File: src/rtl/hslp_pkg.sv
`default_nettype none
package hslp_pkg;

	localparam int MAX_PAYLOAD = 2048;
	localparam int POS_W = $clog2(MAX_PAYLOAD);
	localparam int CNT_W = POS_W + 1;
	localparam int LEN_W = 12;
	localparam int NUM_METH = 9;

	typedef enum logic [1:0] {
		KIND_NONE,
		KIND_REQ,
		KIND_RESP,
		KIND_LONG
	} kind_t;

	localparam logic [7:0] CH_TAB = 8'h09;
	localparam logic [7:0] CH_LF = 8'h0A;
	localparam logic [7:0] CH_CR = 8'h0D;
	localparam logic [7:0] CH_SP = 8'h20;

	// Texts are left aligned in eight characters; only the first METH_LEN chars count.
	localparam logic [63:0] METH_STR [NUM_METH] = '{
		"GET     ", "POST    ", "PUT     ", "HEAD    ", "OPTIONS ",
		"DELETE  ", "PATCH   ", "CONNECT ", "TRACE   "
	};
	localparam logic [3:0] METH_LEN [NUM_METH] = '{
		4'd4, 4'd5, 4'd4, 4'd5, 4'd8, 4'd7, 4'd6, 4'd8, 4'd6
	};
	localparam logic [63:0] HTTP_STR = "HTTP/1. ";
	localparam logic [2:0] HTTP_LEN = 3'd7;
	localparam logic [63:0] HOST_STR = "host:   ";
	localparam logic [2:0] HOST_LEN = 3'd5;

	// Tracking of the first line as it grows.
	typedef struct packed {
		logic [NUM_METH-1:0] cand;
		logic                http_c;
		logic                pe_found;
		logic                pe_bad;
		logic [POS_W-1:0]    pe;
		logic [2:0]          ver_cnt;
		logic                ver_ok;
		logic                ve_found;
		logic [POS_W-1:0]    ve;
		logic [1:0]          dig_cnt;
		logic                dig_ok;
		logic [9:0]          status;
		logic                rs_seen;
		logic                rsn_on;
		logic                rb_found;
		logic [POS_W-1:0]    rb;
		logic [LEN_W-1:0]    re;
	} trk_t;

	// Classification of a first line that would end at the current position.
	typedef struct packed {
		kind_t            kind;
		logic [3:0]       meth;
		logic [LEN_W-1:0] plen;
		logic [POS_W-1:0] voff;
		logic [LEN_W-1:0] vlen;
		logic [9:0]       stat;
		logic [POS_W-1:0] roff;
		logic [LEN_W-1:0] rlen;
	} vd_t;

	// Header line scan for the Host field.
	typedef struct packed {
		logic             on;
		logic             done;
		logic [2:0]       pos;
		logic             first_cr;
		logic             key_ok;
		logic             hb_found;
		logic [POS_W-1:0] hb;
		logic [LEN_W-1:0] he;
		logic             gap;
		logic             bad;
	} host_t;

	function automatic logic [7:0] char_at(input logic [63:0] s, input logic [2:0] k);
		return 8'(s >> {~k, 3'b000});
	endfunction

	function automatic logic is_digit(input logic [7:0] c);
		return c >= "0" && c <= "9";
	endfunction

	function automatic logic is_alnum(input logic [7:0] c);
		return is_digit(c) || (c >= "A" && c <= "Z") || (c >= "a" && c <= "z");
	endfunction

	function automatic logic is_tok(input logic [7:0] c);
		return is_alnum(c) || c == "-" || c == "_" || c == "." || c == "/" || c == CH_SP;
	endfunction

	function automatic logic is_hostc(input logic [7:0] c);
		return is_alnum(c) || c == "." || c == "-" || c == "_";
	endfunction

	function automatic logic is_blank(input logic [7:0] c);
		return c == CH_SP || c == CH_TAB || c == CH_CR || c == CH_LF;
	endfunction

	function automatic logic [7:0] to_lower(input logic [7:0] c);
		return (c >= "A" && c <= "Z") ? 8'(c + 8'd32) : c;
	endfunction

endpackage
`default_nettype wire

File: src/rtl/http_start_line_parser_unit.sv
// Channel  Dir  Payload                                    Accepted when
// s_*      in   one payload byte, tlast on the final byte  s_tvalid && s_tready
// m_*      out  one classification per payload             m_tvalid && m_tready
//
// One byte is taken per clock; the per-byte work sits between the input stage
// and the state registers, so the sustained rate is one byte per cycle.
// A result is registered once its last byte leaves the input stage.
// Input stalls only while a last byte sits in the input stage, a finished result
// still waits in the output register and m_tready is low. Reset (arst_n low)
// empties both stages and starts a new payload.
`default_nettype none
module http_start_line_parser_unit (
	input  wire logic         clk,
	input  wire logic         arst_n,
	input  wire logic         s_tvalid,
	output logic              s_tready,
	input  wire logic [7:0]   s_tdata,  // data_byte
	input  wire logic         s_tlast,  // last_byte
	output logic              m_tvalid,
	input  wire logic         m_tready,
	// result_kind, method_code, path_offset, path_length, version_offset,
	// version_length, status_value, reason_offset, reason_length, host_offset,
	// host_length, zero fill
	output logic [111:0]      m_tdata
);
	import hslp_pkg::*;

	localparam trk_t TRK_INIT = '{cand: '1, http_c: 1'b1, ver_ok: 1'b1, dig_ok: 1'b1,
		default: '0};

	logic             vld_s1;
	logic [7:0]       byte_s1;
	logic             last_s1;
	logic             adv;

	logic [CNT_W-1:0] cnt_q;
	logic [23:0]      hist_q;
	trk_t             trk_q, trk_n;
	vd_t              prev_vd_q, vd_cur;
	vd_t              lvd_q, lvd_n;
	logic             q0_found_q, q0_found_n;
	logic [POS_W-1:0] q0_q, q0_n;
	logic             q0_cr_q, q0_cr_n;
	logic             crlf_found_q, crlf_found_n;
	logic [POS_W-1:0] crlf_q, crlf_n;
	logic             lf_found_q, lf_found_n;
	logic [POS_W-1:0] lf_q, lf_n;
	host_t            host_q, host_n;
	logic [POS_W-1:0] hoff_q, hoff_n;
	logic [LEN_W-1:0] hlen_q, hlen_n;
	logic             out_vld_q;
	logic [111:0]     out_q, res;

	function automatic vd_t verdict(input trk_t t, input logic [CNT_W-1:0] l);
		vd_t v;
		logic [3:0] mi;
		logic mm;
		v = '0;
		mi = '0;
		mm = 1'b0;
		for (int m = 0; m < NUM_METH; m++) begin
			if (t.cand[m] && l >= CNT_W'(METH_LEN[m])) begin
				mm = 1'b1;
				mi = 4'(m);
			end
		end
		if (mm) begin
			if (t.pe_found && !t.pe_bad && t.ver_cnt == HTTP_LEN && t.ver_ok) begin
				v.kind = KIND_REQ;
				v.meth = mi;
				v.plen = LEN_W'(t.pe) - LEN_W'(METH_LEN[mi]);
				v.voff = t.pe + POS_W'(1);
				v.vlen = LEN_W'(l) - LEN_W'(t.pe) - LEN_W'(1);
			end
		end else if (t.http_c && l >= CNT_W'(HTTP_LEN) && t.ve_found
				&& t.dig_cnt == 2'd3 && t.dig_ok) begin
			v.kind = KIND_RESP;
			v.vlen = LEN_W'(t.ve);
			v.stat = t.status;
			if (t.rsn_on && t.rb_found) begin
				v.roff = t.rb;
				v.rlen = t.re - LEN_W'(t.rb);
			end
		end
		return v;
	endfunction

	assign adv = vld_s1 && (!last_s1 || !out_vld_q || m_tready);
	assign s_tready = !vld_s1 || adv;
	assign m_tvalid = out_vld_q;
	assign m_tdata = out_q;

	always_ff @(posedge clk or negedge arst_n) begin
		if (!arst_n) begin
			vld_s1 <= 1'b0;
		end else if (s_tready) begin
			vld_s1 <= s_tvalid;
		end
	end

	always_ff @(posedge clk) begin
		if (s_tvalid && s_tready) begin
			byte_s1 <= s_tdata;
			last_s1 <= s_tlast;
		end
	end

	// Per-byte update of all scanners.
	always_comb begin
		logic [POS_W-1:0] l;
		logic [7:0]       d;
		logic             run;
		logic             mm;
		logic [3:0]       ps;
		logic             hm;
		logic             empty;
		l = cnt_q[POS_W-1:0];
		d = byte_s1;
		run = cnt_q != CNT_W'(MAX_PAYLOAD);
		vd_cur = verdict(trk_q, cnt_q);
		trk_n = trk_q;
		lvd_n = lvd_q;
		q0_found_n = q0_found_q;
		q0_n = q0_q;
		q0_cr_n = q0_cr_q;
		crlf_found_n = crlf_found_q;
		crlf_n = crlf_q;
		lf_found_n = lf_found_q;
		lf_n = lf_q;
		host_n = host_q;
		hoff_n = hoff_q;
		hlen_n = hlen_q;
		mm = 1'b0;
		ps = '0;
		for (int m = 0; m < NUM_METH; m++) begin
			if (trk_q.cand[m] && cnt_q >= CNT_W'(METH_LEN[m])) begin
				mm = 1'b1;
				ps = METH_LEN[m];
			end
		end
		hm = trk_q.http_c && cnt_q >= CNT_W'(HTTP_LEN);
		empty = host_q.pos == 3'd0 || (host_q.pos == 3'd1 && host_q.first_cr);
		if (run) begin
			for (int m = 0; m < NUM_METH; m++) begin
				if (cnt_q < CNT_W'(METH_LEN[m]))
					trk_n.cand[m] = trk_q.cand[m] && d == char_at(METH_STR[m], l[2:0]);
			end
			if (cnt_q < CNT_W'(HTTP_LEN))
				trk_n.http_c = trk_q.http_c && d == char_at(HTTP_STR, l[2:0]);

			if (mm && !trk_q.pe_found) begin
				if (d == CH_SP) begin
					trk_n.pe_found = 1'b1;
					trk_n.pe = l;
					trk_n.pe_bad = cnt_q == CNT_W'(ps);
				end
			end else if (mm) begin
				if (trk_q.ver_cnt < HTTP_LEN) begin
					trk_n.ver_cnt = trk_q.ver_cnt + 3'd1;
					trk_n.ver_ok = trk_q.ver_ok && d == char_at(HTTP_STR, trk_q.ver_cnt);
				end
				trk_n.ver_ok = trk_n.ver_ok && is_tok(d);
			end

			if (hm && !trk_q.ve_found) begin
				if (d == CH_SP) begin
					trk_n.ve_found = 1'b1;
					trk_n.ve = l;
				end
			end else if (hm) begin
				if (trk_q.dig_cnt != 2'd3) begin
					trk_n.dig_cnt = trk_q.dig_cnt + 2'd1;
					trk_n.dig_ok = trk_q.dig_ok && is_digit(d);
					trk_n.status = 10'((14'(trk_q.status) * 14'd10) + 14'(d[3:0]));
				end else if (!trk_q.rs_seen) begin
					trk_n.rs_seen = 1'b1;
					trk_n.rsn_on = d == CH_SP;
				end else if (trk_q.rsn_on && !is_blank(d)) begin
					if (!trk_q.rb_found)
						trk_n.rb = l;
					trk_n.rb_found = 1'b1;
					trk_n.re = LEN_W'(l) + LEN_W'(1);
				end
			end

			if (d == CH_LF && !crlf_found_q && hist_q == {CH_CR, CH_LF, CH_CR}) begin
				crlf_found_n = 1'b1;
				crlf_n = l - POS_W'(3);
			end
			if (d == CH_LF && !lf_found_q && hist_q[7:0] == CH_LF) begin
				lf_found_n = 1'b1;
				lf_n = l - POS_W'(1);
			end

			if (d == CH_LF && !q0_found_q) begin
				// The first line ends here; a CR just before it is not part of it.
				q0_found_n = 1'b1;
				q0_n = l;
				q0_cr_n = hist_q[7:0] == CH_CR;
				lvd_n = (hist_q[7:0] == CH_CR) ? prev_vd_q : vd_cur;
				host_n = '0;
				host_n.on = 1'b1;
			end else if (host_q.on && !host_q.done) begin
				if (d == CH_LF) begin
					if (empty) begin
						host_n.done = 1'b1;
					end else if (host_q.key_ok && host_q.pos == HOST_LEN) begin
						host_n.done = 1'b1;
						if (host_q.hb_found && !host_q.bad) begin
							hoff_n = host_q.hb;
							hlen_n = host_q.he - LEN_W'(host_q.hb);
						end
					end else begin
						host_n = '0;
						host_n.on = 1'b1;
					end
				end else if (host_q.pos < HOST_LEN) begin
					if (host_q.pos == 3'd0) begin
						host_n.first_cr = d == CH_CR;
						host_n.key_ok = to_lower(d) == char_at(HOST_STR, host_q.pos);
					end else begin
						host_n.key_ok = host_q.key_ok
							&& to_lower(d) == char_at(HOST_STR, host_q.pos);
					end
					host_n.pos = host_q.pos + 3'd1;
				end else if (host_q.key_ok) begin
					if (is_blank(d)) begin
						if (host_q.hb_found)
							host_n.gap = 1'b1;
					end else begin
						if (!host_q.hb_found) begin
							host_n.hb_found = 1'b1;
							host_n.hb = l;
						end else if (host_q.gap) begin
							host_n.bad = 1'b1;
						end
						if (!is_hostc(d))
							host_n.bad = 1'b1;
						host_n.he = LEN_W'(l) + LEN_W'(1);
						host_n.gap = 1'b0;
					end
				end
			end
		end
	end

	// Result of a payload whose last byte is in the input stage.
	always_comb begin
		vd_t              v;
		logic [POS_W-1:0] hl;
		logic [POS_W-1:0] ho;
		logic [LEN_W-1:0] hn;
		v = '0;
		ho = '0;
		hn = '0;
		hl = crlf_found_n ? crlf_n : lf_n;
		if (cnt_q == CNT_W'(MAX_PAYLOAD)) begin
			v.kind = KIND_LONG;
		end else if (crlf_found_n || lf_found_n) begin
			v = lvd_n;
			// Without CRLFCRLF the first line may end on the LF of the LFLF itself,
			// and then a trailing CR stays in the line.
			if (!crlf_found_n && q0_n == lf_n && q0_cr_n && v.kind == KIND_REQ)
				v = '0;
			if (v.kind == KIND_REQ && q0_n < hl) begin
				ho = hoff_n;
				hn = hlen_n;
			end
		end
		res = {4'b0000, hn, ho, v.rlen, v.roff, v.stat, v.vlen, v.voff, v.plen,
			POS_W'(v.kind == KIND_REQ ? METH_LEN[v.meth] : 4'd0), v.meth, v.kind};
	end

	always_ff @(posedge clk or negedge arst_n) begin
		if (!arst_n) begin
			cnt_q <= '0;
			hist_q <= '0;
			trk_q <= TRK_INIT;
			prev_vd_q <= '0;
			lvd_q <= '0;
			q0_found_q <= 1'b0;
			q0_q <= '0;
			q0_cr_q <= 1'b0;
			crlf_found_q <= 1'b0;
			crlf_q <= '0;
			lf_found_q <= 1'b0;
			lf_q <= '0;
			host_q <= '0;
			hoff_q <= '0;
			hlen_q <= '0;
		end else if (adv) begin
			if (last_s1) begin
				cnt_q <= '0;
				hist_q <= '0;
				trk_q <= TRK_INIT;
				prev_vd_q <= '0;
				lvd_q <= '0;
				q0_found_q <= 1'b0;
				q0_q <= '0;
				q0_cr_q <= 1'b0;
				crlf_found_q <= 1'b0;
				crlf_q <= '0;
				lf_found_q <= 1'b0;
				lf_q <= '0;
				host_q <= '0;
				hoff_q <= '0;
				hlen_q <= '0;
			end else begin
				if (cnt_q != CNT_W'(MAX_PAYLOAD))
					cnt_q <= cnt_q + CNT_W'(1);
				hist_q <= {hist_q[15:0], byte_s1};
				trk_q <= trk_n;
				prev_vd_q <= vd_cur;
				lvd_q <= lvd_n;
				q0_found_q <= q0_found_n;
				q0_q <= q0_n;
				q0_cr_q <= q0_cr_n;
				crlf_found_q <= crlf_found_n;
				crlf_q <= crlf_n;
				lf_found_q <= lf_found_n;
				lf_q <= lf_n;
				host_q <= host_n;
				hoff_q <= hoff_n;
				hlen_q <= hlen_n;
			end
		end
	end

	always_ff @(posedge clk or negedge arst_n) begin
		if (!arst_n) begin
			out_vld_q <= 1'b0;
		end else if (adv && last_s1) begin
			out_vld_q <= 1'b1;
		end else if (m_tready) begin
			out_vld_q <= 1'b0;
		end
	end

	always_ff @(posedge clk) begin
		if (adv && last_s1)
			out_q <= res;
	end

`ifndef NO_ASSERTIONS
	a_cnt_range: assert property (@(posedge clk) disable iff (!arst_n)
		cnt_q <= CNT_W'(MAX_PAYLOAD))
		else $error("byte count beyond limit");

	a_last_gives_result: assert property (@(posedge clk) disable iff (!arst_n)
		adv && last_s1 |=> m_tvalid)
		else $error("last byte gave no result");

	a_long_bare: assert property (@(posedge clk) disable iff (!arst_n)
		m_tvalid && m_tdata[1:0] == KIND_LONG |-> m_tdata[111:2] == '0)
		else $error("overflow result carries fields");

	a_host_only_req: assert property (@(posedge clk) disable iff (!arst_n)
		m_tvalid && m_tdata[1:0] != KIND_REQ |-> m_tdata[107:85] == '0)
		else $error("host reported without a request");
`endif

endmodule
`default_nettype wire
File: config.mk
export PLATFORM = sky130hd
export DESIGN_NAME = http_start_line_parser_unit
export DESIGN_NICKNAME = d
export VERILOG_FILES = /design/src/rtl/hslp_pkg.sv /design/src/rtl/http_start_line_parser_unit.sv
export SDC_FILE = /design/constraint.sdc
export NUM_CORES = 1
export LEC_CHECK = 0
export ABC_AREA = 1
export BUFFER_PORTS_ARGS = -buffer_cell sky130_fd_sc_hd__buf_2
export CAP_MARGIN = 20
export CORE_MARGIN = 2
export CORE_UTILIZATION = 55
export CTS_BUF_LIST = sky130_fd_sc_hd__clkbuf_8
export CTS_CLUSTER_SIZE = 24
export DETAILED_ROUTE_END_ITERATION = 16
export PLACE_DENSITY = 0.73
export SLEW_MARGIN = 10
export SYNTH_ARGS = -nofsm -noshare
export SYNTH_HDL_FRONTEND = slang
export SYNTH_SLANG_ARGS = --single-unit
export TNS_END_PERCENT = 1
File: constraint.sdc
create_clock -name clk -period 6 [get_ports clk]
set_input_delay 1.2 -clock clk [delete_from_list [all_inputs] [get_ports clk]]
set_output_delay 1.2 -clock clk [all_outputs]
set_load 0.005 [all_outputs]
# Word level (Yosys, flattened, before mapping)
# Memory sizes are Yosys's and may differ from the RTL's. A register that Yosys moved wholly into a read port is not among the register bits.
# Cells that the tools add are included.
# Widths: inputs -> output; s select.
[totals]
register_bits = 470
latch_bits = 0
ramBits = 0
romBits = 128
inputBits = 13
out_inout_bits = 114
word_cells = 452
memories = 2
[op_classes]
n_addsub = 15
n_mul = 1
div_mod_pow = 0
magnitude_cmp = 20
n_eq_ne = 50
shift = 12
mux = 146
bitwise_logic = 7
reduce_logical = 134
[memory_table]
columns = ["name", "words", "word_bits", "read_ports", "rd_ports_with_merged_regs", "write_ports", "line_no", "source"]
rows = [
  ["(no name shown)", 16, 4, 1, 1, 0, "http_start_line_parser_unit.sv:271", "POS_W'(v.kind == KIND_REQ ? METH_LEN[v.meth] : 4'd0), v.meth, v.kind};"],
  ["(no name shown)", 16, 4, 1, 0, 0, "http_start_line_parser_unit.sv:71", "v.plen = LEN_W'(t.pe) - LEN_W'(METH_LEN[mi]);"],
]
[ops]
columns = ["operator", "count"]
rows = [
  ["$shr 63x6->8 const A", 12],
  ["$mux 74", 9],
  ["$mux 11", 20],
  ["$mux 33", 5],
  ["$mux 12", 13],
  ["$mux 78", 2],
  ["$eq 8x8->1", 12],
  ["$mux 24", 4],
  ["$mux 31", 3],
  ["$mux 4", 23],
  ["$mux 26", 3],
  ["$mux 39", 2],
  ["$mux 72", 1],
  ["$logic_and 1x1->1", 53],
  ["$ge 12x3->1 const B", 4],
  ["$lt 12x3->1 const B", 4],
  ["$mux 1", 47],
  ["$mux 44", 1],
  ["$eq 8x4->1 const B", 5],
  ["$mux 40", 1],
  ["$mux 13", 3],
  ["$sub 12x11->12", 3],
  ["$reduce_bool 2->1", 17],
  ["$eq 8x6->1 const B", 4],
  ["64 further kinds", 134],
]

# Depth between registers and ports, before layout
# Gate-level depths: netlist of run 1.
[logic_depth]
depth_word = 29
mapped_depth = 27
mapped_depth_nobuf = 26

# Least setup slack after synthesis of run 1
# Ideal clock, no wire load.
[synth_timing]
kind = "in2reg"
from = "in m_tready"
to = "reg host_q[16] in the netlist's numbering"
setup_time_ns = 0.083
arrival_time_ns = 4.136
required_time_ns = 5.917
path_slack_ns = 1.781
path_stages = 17
path_buffers = 1
cell_sequence = "nor2_1 nand2_1 nand2_2 inv_2 nand2_1 inv_2 nor2_1 inv_2 nand3_1 inv_1 nand3_1 nor2_2 inv_1 o21ai_1 buf_2 nand3_1 o21ai_0"
[synth_via]
elab_chain_cells = 3
[synth_lines]
columns = ["element", "line_no", "source"]
rows = [
  ["from (decl)", "http_start_line_parser_unit.sv:20", "input wire logic m_tready,"],
  ["$logic_or 1x1->1", "http_start_line_parser_unit.sv:88", "assign adv = vld_s1 && (!last_s1 || !out_vld_q || m_tready);"],
  ["$logic_and 1x1->1", "http_start_line_parser_unit.sv:88", ""],
  ["$reduce_and 9->1 (no line)", "n/a", ""],
  ["to (signal assigned)", "http_start_line_parser_unit.sv:322", "host_q <= host_n;"],
  ["to (decl)", "http_start_line_parser_unit.sv:48", "host_t host_q, host_n;"],
]
# No other way between the ends.
# A chain may end at the register's enable or synchronous reset.

# Worst setup path in the final report of run 1
[layout_timing]
from = "reg cnt_q[1]"
to = "reg out_q[26], in the netlist m_tdata[26] (data pin)"
[layout_via]
elab_chain_cells = 23
word_cells_on_any_way = 69
cone_classes = "add/sub: 2; order compare: 5; eq/ne: 4; mux: 36; bitwise: 2; reduce/logical: 19; memory: 1"
[layout_lines]
columns = ["element", "line_no", "source"]
rows = [
  ["from (decl)", "http_start_line_parser_unit.sv:36", "logic [CNT_W-1:0] cnt_q;"],
  ["from (signal assigned)", "http_start_line_parser_unit.sv:310", "cnt_q <= cnt_q + CNT_W'(1);"],
  ["$ge 12x3->1", "http_start_line_parser_unit.sv:62", "if (t.cand[m] && l >= CNT_W'(METH_LEN[m])) begin"],
  ["$logic_and 1x1->1", "http_start_line_parser_unit.sv:62", ""],
  ["$mux 1", "http_start_line_parser_unit.sv:62", ""],
  ["$mux 4 (7 in a row)", "http_start_line_parser_unit.sv:62", ""],
  ["$not 4->5 (not written as such)", "http_start_line_parser_unit.sv:71", ""],
  ["$mem_v2 16x4", "n/a", ""],
  ["$mux 4 (not written as such) (2 in a row)", "http_start_line_parser_unit.sv:71", ""],
  ["$sub 11x4->12", "http_start_line_parser_unit.sv:71", ""],
  ["$mux 40", "http_start_line_parser_unit.sv:68", "if (t.pe_found && !t.pe_bad && t.ver_cnt == HTTP_LEN && t.ver_ok) begin"],
  ["$mux 27", "http_start_line_parser_unit.sv:67", "if (mm) begin"],
  ["$mux 74", "http_start_line_parser_unit.sv:200", "lvd_n = (hist_q[7:0] == CH_CR) ? prev_vd_q : vd_cur;"],
  ["$mux 74", "http_start_line_parser_unit.sv:195", "if (d == CH_LF && !q0_found_q) begin"],
  ["$mux 74", "http_start_line_parser_unit.sv:143", "if (run) begin"],
  ["$mux 74", "http_start_line_parser_unit.sv:263", "if (!crlf_found_n && q0_n == lf_n && q0_cr_n && v.kind == KIND_REQ)"],
  ["$mux 74", "http_start_line_parser_unit.sv:259", "end else if (crlf_found_n || lf_found_n) begin"],
  ["$mux 74", "http_start_line_parser_unit.sv:257", "if (cnt_q == CNT_W'(MAX_PAYLOAD)) begin"],
  ["to (signal assigned)", "http_start_line_parser_unit.sv:341", "out_q <= res;"],
  ["to (decl)", "http_start_line_parser_unit.sv:52", "logic [111:0] out_q, res;"],
]
# Several ways; a longest one is shown, not always the timed one. The select of a mux whose other input is x is not followed.

==> impl_metrics.env, run 1 <==
export IMPL_viasPerCell=5.756
export IMPL_async_reset_ff_share_pct=76.45
export IMPL_ys_ff_latch=467
export IMPL_ios=127
export IMPL_final_max_slew_viol_count=0
export IMPL_row_count=78
export IMPL_coreArea_mm2=0.04519
export IMPL_setup_viol_count_final=0
export IMPL_synth_edff_count=110
export IMPL_outcome="finished clean"
export IMPL_layout_common_cells="nand2_1 (606), inv_1 (375), o21ai_0 (358)"
export IMPL_cp_common_cell="nand2_1"
export IMPL_dp_hpwl_mm=50.47
export IMPL_rrSetupSlack_ns=0.94
export IMPL_yosys_area_top_type="dfrtp_1"
export IMPL_rsz0062_at_grt="false"
export IMPL_synthDistinctLibCells=64
export IMPL_grt_max_degree=151
export IMPL_fin_crit_sh_pct=84.40
export IMPL_clock_latency_ns=0.69
export IMPL_reg2reg_depth=26
export IMPL_first_iter_violations=2111
export IMPL_path_buf_inv=3
export IMPL_antenna_found_initial=0
export IMPL_multi_input_area_mm2=0.01078
export IMPL_worstReg2RegEnd="m_tdata[26]"
export IMPL_clock_skew_ns=0.05510
export IMPL_tns_ns=0
export IMPL_yosys_area_top_type_share_pct=34.41
export IMPL_wl_per_cell_um=19.31
export IMPL_gr_total_overflow=0
export IMPL_routed_wl_mm=72.48
export IMPL_final_hold_viol_count=0
export IMPL_final_area_mm2=0.02775
export IMPL_ys_seq_area_share_pct=48.83
export IMPL_max_slew_worst_pin_slew_ns=1.047
export IMPL_crit_family="simple AND/OR/NAND/NOR gates"
export IMPL_crit_required_ns=6.43
export IMPL_ff_latch_area_mm2=0.01225
export IMPL_cts_hold_buffers=0
export IMPL_die_h_um=217.6
export IMPL_critPathKind="reg -> reg"
export IMPL_worst_endpoint_arrival_ns=5.49
export IMPL_r2r_start="cnt_q[1]"
export IMPL_cp_slowest_stage_delay_ns=0.64
export IMPL_cts_tree="yes"
export IMPL_ys_flop_type="dfrtp_1"
export IMPL_timing_final_crit_period_ns=5.064
export IMPL_nets=3189
export IMPL_cts_resized=0
export IMPL_n_antenna_cell=0
export IMPL_num_vias=21600
export IMPL_hold_path_class="reg -> reg"
export IMPL_final_common_cell="nand2_1"
export IMPL_clockRootBuffer="clkbuf_8"
export IMPL_layout_drive_gt1_share_pct=11.26
export IMPL_die_w_um=217.6
export IMPL_routabilityCongestion=0.9638
export IMPL_cts_path_max_buffers=3
export IMPL_cp_slowest_cell="dfrtp_1"
export IMPL_start_kind="flop"
export IMPL_ir_worst_vdd_v=0.0001719
export IMPL_htree_levels=3
export IMPL_ant_nets=0
export IMPL_min_to="trk_q[69]"
export IMPL_n_fill_cell=3981
export IMPL_synthesis_area_mm2=0.02509
export IMPL_start_util_pct=55.53
export IMPL_clkSlewWorstSetupHoldPaths_ns=0.06
export IMPL_p_leak_uw=0.01241
export IMPL_dr_pass1_iters=7
export IMPL_syn_inst=2986
export IMPL_grtUsageTotal_pct=30.94
export IMPL_grt_pass1_vias=20840
export IMPL_p_per_area_mw_per_mm2=353.9
export IMPL_io_buffers=115
export IMPL_cp_end_kind="flop"
export IMPL_grt_pass1_wl_mm=115.0
export IMPL_synth_area_leaders="dfrtp_1 (34%), edfxtp_1 (13%), nand2_1 (9.1%)"
export IMPL_cp_max_fo=14
export IMPL_cts_made_buffers=81
export IMPL_yosysWarnings=0
export IMPL_min_from="trk_q[69]"
export IMPL_placed_area_mm2=0.02608
export IMPL_cts_sinks=467
export IMPL_die_area_mm2=0.04735
export IMPL_area_growth_pct=10.61
export IMPL_fmax_mhz=197.5
export IMPL_cap_violations=0
export IMPL_whs_path_depth=2
export IMPL_relSlewSlack_pct=30.22
export IMPL_avgSynthCellArea_um2=8.403
export IMPL_postCtsSetupRepairBufs=0
export IMPL_drc=0
## synth_stat cells (all sizes together) (2+ instances only)
| master | number |
|---|---|
| a21o | 2 |
| fa | 6 |
| a31oi | 9 |
| o2111ai | 7 |
| buf | 56 |
| clkinv | 9 |
| o22ai | 119 |
| or2 | 6 |
| dfrtp | 345 |
| dfstp | 12 |
| o41ai | 2 |
| nor3b | 2 |
| nand3 | 106 |
| a211oi | 9 |
| a221oi | 2 |
| a311oi | 2 |
| ha | 85 |
| o31ai | 2 |
| nor3 | 26 |
| xor2 | 71 |
| a22oi | 8 |
| nor4 | 6 |
| a2111oi | 2 |
| nand4 | 30 |
| edfxtp | 110 |
| mux2i | 2 |
| clkbuf | 91 |
| o221ai | 32 |
| nand3b | 4 |
| o211ai | 7 |
| and2 | 2 |
| a22o | 7 |
| nor2 | 278 |
| inv | 365 |
| xnor2 | 16 |
| o21bai | 8 |
| nand2 | 623 |
| a21oi | 118 |
| o21ai | 392 |
## where the power goes
part / switching, uW / leakage [uW] / internal (uW)
Sequential: 292 / 0.00590 / 3570
Combinational: 2000 / 0.00555 / 1000
Clock: 1360 / 0.000961 / 1600
## flip-flops by register name (all words and copies together), names as in the netlist
| register | cells |
|---|---|
| trk_q | 78 |
| lvd_q | 74 |
| q0_cr_q | 1 |
| lf_q | 11 |
| q0_q | 11 |
| q0_found_q | 1 |
| hist_q | 24 |
| m_tvalid | 1 |
| crlf_q | 11 |
| host_q | 33 |
| vld_s1 | 1 |
| m_tdata | 101 |
| last_s1 | 1 |
| crlf_found_q | 1 |
| cnt_q | 12 |
| prev_vd_q | 74 |
| lf_found_q | 1 |
| byte_s1 | 8 |
| hlen_q | 12 |
| hoff_q | 11 |
## how the worst max path moves through the flow
stage,endpoint,from,slack (ns),depth (start not counted)
after floorplan,host_q[16],m_tready,1.78,17
after global placement,m_tdata[26],cnt_q[1],1.23,26
after detailed placement,m_tdata[26],cnt_q[1],1.03,26
after CTS,m_tdata[26],cnt_q[1],1.06,26
after global routing,m_tdata[26],cnt_q[1],0.50,26
final,m_tdata[26],cnt_q[1],0.94,26
## kinds of logic (layout without fill, tap and decap cells)
logic type / after synthesis / in the layout / share of synthesized area [%]
buf+inv: 521 / 678 / 8.407
xor+xnor: 87 / 87 / 3.037
compound gates: 734 / 734 / 16.59
mux: 2 / 2 / 0.07979
fa+ha+maj: 91 / 91 / 4.717
flops: 467 / 467 / 48.83
other cells: 1 / 11 / 0.01495
simple gates: 1083 / 1083 / 18.33
## tightest hold or removal path, delay by kind of cell, from the launching register on
family | cells | cell delay (ns)
flip-flops | 1 | 0.37
AND/OR/NAND/NOR | 2 | 0.09
## metal layers
metal  track usage (%)  vias to the layer above  wire (um)
li1                  -                    10180          -
met1             43.09                    10520      31990
met2             48.96                      761      33610
met3             5.300                      148       4531
met4             10.98                        0       2343
met5                 0                        -          0
## cell type report
| type | instances | share of cell area (%) |
|---|---|---|
| multi-input combinational | 2008 | 38.83 |
| clock buffer | 96 | 4.761 |
| inverter | 374 | 5.090 |
| tap | 600 | 2.705 |
| sequential | 467 | 44.14 |
| clock inverter | 55 | 1.244 |
| timing repair buffer | 153 | 3.228 |
## stage by stage
step           total power (uW)  hold slack [ns]  setup slack [ns]  cells  utilization, %
2_1_floorplan              5924           0.4418             1.781   2996               -
3_3_place_gp               6793           0.4554             1.232   3602           57.73
3_5_place_dp               6853           0.4554             1.034   3602           57.73
4_1_cts                    9826           0.4638             1.057   3753           61.41
5_1_grt                   10390           0.4899            0.4957   3753           61.42
6_report                   9822           0.4633            0.9360   3753           61.42
No activity file was read; power rests on OpenSTA's default activity.
==> run 2, diff against run 1 <==
--- a/config.mk
+++ b/config.mk
@@ -13,7 +13,7 @@
 export CTS_BUF_LIST = sky130_fd_sc_hd__clkbuf_8
 export CTS_CLUSTER_SIZE = 24
 export DETAILED_ROUTE_END_ITERATION = 16
-export PLACE_DENSITY = 0.73
+export PLACE_DENSITY = 0.76
 export SLEW_MARGIN = 10
 export SYNTH_ARGS = -nofsm -noshare
 export SYNTH_HDL_FRONTEND = slang
==> constraint.sdc (replaced) <==
create_clock -name clk -period 4.15 [get_ports clk]
set_input_delay 0.83 -clock clk [delete_from_list [all_inputs] [get_ports clk]]
set_output_delay 0.83 -clock clk [all_outputs]
set_load 0.005 [all_outputs]
==> run 2 against run 1 <==
  * Setup slack got worse by 0.69 ns
  * Combinational power is 50% higher
  * Hold slack worse by 0.22 ns
  * Register-to-register slack got worse by 0.69 ns
  * Die area stayed put
  * Via count rose by 1.8%
  * Largest power group unchanged
==> impl_metrics.env, run 2 (synthesized netlist as in run 1, its figures left out) <==
export IMPL_clock_skew_ns=0.03647
export IMPL_routed_wl_mm=73.98
export IMPL_fin_crit_sh_pct=94.03
export IMPL_p_total_uw=14420
export IMPL_routabilityCongestion=1.010
export IMPL_coreArea_mm2=0.04519
export IMPL_outcome="finished clean"
export IMPL_n_antenna_cell=0
export IMPL_final_common_cell="nand2_1"
export IMPL_cp_end_kind="flop"
export IMPL_n_fill_cell=3892
export IMPL_hold_path_class="in -> async"
export IMPL_swShare_pct=36.76
export IMPL_setup_viol_count_final=0
export IMPL_p_per_area_mw_per_mm2=511.0
export IMPL_ios=127
export IMPL_area_growth_pct=12.44
export IMPL_die_w_um=217.6
export IMPL_clkSlewWorstSetupHoldPaths_ns=0.06
export IMPL_r2r_start="cnt_q[0]"
export IMPL_ant_nets=0
export IMPL_die_area_mm2=0.04735
export IMPL_grt_pass1_vias=21510
export IMPL_reg2reg_depth=23
export IMPL_wl_per_cell_um=19.52
export IMPL_clock_latency_ns=0.69
export IMPL_dp_hpwl_mm=51.58
export IMPL_clockRootBuffer="clkbuf_8"
export IMPL_cts_sinks=467
export IMPL_cap_violations=0
export IMPL_viasPerCell=5.802
export IMPL_worst_endpoint_arrival_ns=4.32
export IMPL_start_kind="flop"
export IMPL_final_hold_viol_count=0
export IMPL_grtUsageTotal_pct=31.33
export IMPL_die_h_um=217.6
export IMPL_ff_latch_area_mm2=0.01225
export IMPL_p_int_uw=9117
export IMPL_num_vias=21980
export IMPL_fmax_mhz=256.3
export IMPL_rsz0062_at_grt="true"
export IMPL_p_leak_uw=0.01265
export IMPL_relSlewSlack_pct=30.15
export IMPL_cp_max_fo=5
export IMPL_ir_worst_vdd_v=0.0002724
export IMPL_max_slew_worst_pin_slew_ns=1.048
export IMPL_clockPowerShare_pct=30.3
export IMPL_power_frac_comb_pct=31.2
export IMPL_tns_ns=0
export IMPL_antenna_found_initial=0
export IMPL_critPathKind="reg -> reg"
export IMPL_largest_reg_flops=101
export IMPL_p_sw_uw=5299
export IMPL_start_util_pct=55.53
export IMPL_rrSetupSlack_ns=0.25
export IMPL_nets=3227
export IMPL_worstReg2RegEnd="m_tdata[27]"
export IMPL_layout_drive_gt1_share_pct=12.98
export IMPL_grt_pass1_wl_mm=116.1
export IMPL_first_iter_violations=2263
export IMPL_gr_total_overflow=0
export IMPL_cts_made_buffers=80
export IMPL_io_buffers=115
export IMPL_row_count=78
export IMPL_htree_levels=3
export IMPL_layout_common_cells="nand2_1 (605), inv_1 (370), o21ai_0 (356)"
export IMPL_cts_path_max_buffers=3
export IMPL_multi_input_area_mm2=0.01087
export IMPL_timing_final_crit_period_ns=3.902
export IMPL_final_max_slew_viol_count=0
export IMPL_grt_max_degree=161
export IMPL_p_seq_share_pct=38.5
export IMPL_drc=0
export IMPL_cts_tree="yes"
export IMPL_dr_pass1_iters=6
export IMPL_crit_required_ns=4.57
-- run 2: cell types whose count changed in the layout (fill, tap and decap cells not counted), moves of 3 or more --
cell / previous run / this run
buf_4: 36 / 70
clkinv_1: 16 / 7
clkbuf_8: 96 / 102
inv_1: 375 / 370
buf_12: 2 / 6
clkinv_2: 6 / 10
a21oi_1: 118 / 115
a21oi_2: 0 / 3
o21ai_1: 32 / 35
-- run 2: area by class of cell --
class                      count  area share [%]
clock inverter                46           1.047
sequential                   467           43.43
multi-input combinational   2009           38.52
clock buffer                 102           4.976
inverter                     374           5.007
timing repair buffer         191           4.364
tap                          600           2.661
-- run 2: critical path: stages, from the launching register on --
cell and delay [ns]:
dfrtp_1 0.43, buf_4 0.16, ha_1 0.19, nand2_1 0.11, nand3_2 0.13, nand2_1 0.08, nand2_1 0.11, nand3_1 0.10
a21oi_2 0.15, inv_1 0.08, ha_1 0.19, mux2i_1 0.14, inv_1 0.06, ha_1 0.21, fa_2 0.37, nand3b_1 0.16
and2_2 0.23, nand2_1 0.06, nor2_1 0.07, nand4_1 0.13, xor2_1 0.23, o221ai_1 0.15, inv_1 0.09, nor2_1 0.04
-- run 2: power groups by stage --
stage	logic [uW]	registers (uW)	clock network, uW
after detailed placement	4370	5630	0
final	4500	5560	4360
after global routing	5010	5600	4640
after global placement	4290	5610	0
after floorplan	3100	5470	0
after CTS	4400	5550	4440
-- run 2: what timing repair did --
item,4_1_cts,5_1_grt
buffers inserted,0,1
gates resized for setup,0,19
endpoints found under the setup margin,0,43
hold buffers,0,0
-- run 2: worst max-delay path by stage --
stage          cells after the start  startpoint     endpoint
6_report                          23    cnt_q[0]  m_tdata[27]
5_1_grt                           26    cnt_q[7]    lvd_q[65]
4_1_cts                           25    cnt_q[0]  m_tdata[26]
3_5_place_dp                      25    cnt_q[0]  m_tdata[26]
3_3_place_gp                      25    cnt_q[0]  m_tdata[26]
2_1_floorplan                     27    cnt_q[1]  m_tdata[26]
-- run 2: layer usage --
layer	global-route usage, %	part of all wire (%)	vias up
met4	14.34	4.6	0
met2	50.17	46	895
li1	-	-	10240
met3	5.537	6.9	191
met1	41.69	42	10660
met5	0	0	-
-- run 2: stage by stage --
stage	utilization (%)	cells	area, um2	hold slack [ns]	setup WS, ns
global placement	58.45	3639	26410	0.4528	0.2644
CTS	62.21	3787	28110	0.2436	0.04435
detailed placement	58.45	3639	26410	0.4522	0.1003
finish	62.44	3789	28210	0.2389	0.2477
global route	62.44	3789	28210	0.2866	-0.08932
floorplan	-	2996	25130	0.4418	0.03366
==> run 3, diff against run 2 <==
--- a/config.mk
+++ b/config.mk
@@ -6,7 +6,8 @@
 export NUM_CORES = 1
 export LEC_CHECK = 0
 export ABC_AREA = 1
-export BUFFER_PORTS_ARGS = -buffer_cell sky130_fd_sc_hd__buf_2
+export ABC_CLOCK_PERIOD_IN_PS = 4150
+export BUFFER_PORTS_ARGS = -buffer_cell sky130_fd_sc_hd__buf_4
 export CAP_MARGIN = 20
 export CORE_MARGIN = 2
 export CORE_UTILIZATION = 55
==> run 3 against run 2 <==
  * Clock skew shrank 0.0020 ns
  * Flip-flop and latch count is the same
  * Clock-buffer cell count shrank 11
  * Highest routed layer unchanged
==> impl_metrics.env, run 3 (synthesized netlist as in run 1, its figures left out) <==
export IMPL_hold_path_class="in -> async"
export IMPL_cts_path_max_buffers=3
export IMPL_grt_max_degree=161
export IMPL_cts_sinks=467
export IMPL_cts_made_buffers=79
export IMPL_die_h_um=217.6
export IMPL_fmax_mhz=255.0
export IMPL_start_util_pct=55.53
export IMPL_p_leak_uw=0.01270
export IMPL_antenna_found_initial=1
export IMPL_grt_pass1_vias=21530
export IMPL_crit_path_start="cnt_q[1]"
export IMPL_wl_per_cell_um=19.65
export IMPL_cts_hold_buffers=0
export IMPL_gr_total_overflow=0
export IMPL_dp_hpwl_mm=52.12
export IMPL_critPathKind="reg -> reg"
export IMPL_coreArea_mm2=0.04519
export IMPL_tns_ns=0
export IMPL_die_w_um=217.6
export IMPL_die_area_mm2=0.04735
export IMPL_largest_reg_flops=101
export IMPL_rrSetupSlack_ns=0.23
export IMPL_final_max_slew_viol_count=0
export IMPL_routed_wl_mm=74.62
export IMPL_layout_common_cells="nand2_1 (600), inv_1 (367), o21ai_0 (353)"
export IMPL_grt_pass1_wl_mm=117.2
export IMPL_drc=0
export IMPL_relSlewSlack_pct=11.17
export IMPL_fin_crit_sh_pct=94.48
export IMPL_first_iter_violations=2174
export IMPL_ir_worst_vdd_v=0.0003972
export IMPL_cp_max_fo=11
export IMPL_clock_latency_ns=0.68
export IMPL_setup_slack_ns=0.2292
export IMPL_viasPerCell=5.785
export IMPL_ios=127
export IMPL_clockRootBuffer="clkbuf_8"
export IMPL_nets=3234
export IMPL_pre_cts_slack_ns=0.05599
export IMPL_htree_levels=3
export IMPL_max_slew_worst_pin_slew_ns=1.299
export IMPL_crit_required_ns=4.68
export IMPL_outcome="finished clean"
export IMPL_grtUsageTotal_pct=31.64
export IMPL_worst_hold_slack_ns=0.1272
export IMPL_ant_nets=0
export IMPL_setup_viol_count_final=0
export IMPL_worst_endpoint_arrival_ns=4.45
export IMPL_r2r_start="cnt_q[1]"
export IMPL_cp_end_kind="flop"
export IMPL_n_fill_cell=3891
export IMPL_final_hold_viol_count=0
export IMPL_num_vias=21970
export IMPL_clock_skew_ns=0.03450
export IMPL_final_common_cell="nand2_1"
export IMPL_area_growth_pct=13.40
export IMPL_clkSlewWorstSetupHoldPaths_ns=0.06
export IMPL_cts_tree="yes"
export IMPL_p_per_area_mw_per_mm2=497.8
export IMPL_layout_drive_gt1_share_pct=13.11
export IMPL_start_kind="flop"
export IMPL_row_count=78
export IMPL_timing_final_crit_period_ns=3.921
export IMPL_routabilityCongestion=0.9877
export IMPL_io_buffers=115
export IMPL_cap_violations=0
export IMPL_dr_pass1_iters=6
[run 3: cell count changes in the layout (fill, tap and decap cells not counted), sizes merged]
cell,before,now
inv,398,392
diode,0,1
buf,191,199
clkbuf,102,91
clkinv,17,35
bufinv,3,2
[run 3: layout make-up]
| class | instances | area [um2] | share of cell area (%) |
|---|---|---|---|
| tap | 600 | 750.7 | 2.638 |
| clock buffer | 91 | 1252 | 4.402 |
| timing repair buffer | 199 | 1577 | 5.541 |
| clock inverter | 57 | 317.8 | 1.117 |
| inverter | 374 | 1413 | 4.965 |
| antenna | 1 | 2.502 | 0.008795 |
| multi-input combinational | 2009 | 10890 | 38.26 |
| sequential | 467 | 12260 | 43.07 |
[run 3: through the flow]
step                area (um2)  std cells  total power, uW  utilization, %
CTS                      28270       3788            14110           62.57
floorplan                25130       2996             8564               -
detailed placement       26700       3640             9996           59.10
global placement         26700       3640             9928           59.10
global route             28450       3798            15010           62.97
finish                   28450       3798            14170           62.97
[run 3: where the power goes]
part | leakage (uW) | internal, uW | switching, uW
combinational | 0.00589 | 1570 | 2930
sequential | 0.00590 | 5160 | 401
clock | 0.000901 | 2140 | 1950
total | 0.0127 | 8880 | 5290
[run 3: final timing paths]
check | to | depth (start not counted)
min in group clk | last_s1 | 1
worst min-delay path | lvd_q[1] | 1
worst max-delay path | m_tdata[87] | 18
worst max register to register | m_tdata[87] | 18
max in group asynchronous | q0_q[7] | 2
worst min register to register | trk_q[51] | 2
[run 3: what timing repair did]
item                       4_1_cts  5_1_grt
setup endpoints to repair        0       44
buffers inserted                 0        8
resized for setup                0       30
[run 3: worst max-delay path, stage by stage (launching register included)]
cell	delay, ns
dfrtp_1	0.41
buf_4	0.18
ha_1	0.20
buf_4	0.17
inv_1	0.07
nand2_1	0.08
nor2_1	0.26
nand2_1	0.12
xor2_1	0.40
o21ai_1	0.14
nor2_1	0.11
a31oi_1	0.06
ha_1	0.31
a21oi_1	0.15
o21ai_0	0.15
nor4_4	0.32
buf_4	0.24
nand4_4	0.23
nor2_1	0.18
[run 3: routing by layer]
metal / track usage [%] / vias to the layer above / part of all wire [%]
met3: 5.216 / 224 / 6.8
met5: 0 / - / 0
met1: 43.33 / 10530 / 42
met2: 49.36 / 948 / 46
li1: - / 10270 / -
met4: 14.91 / 0 / 4.9
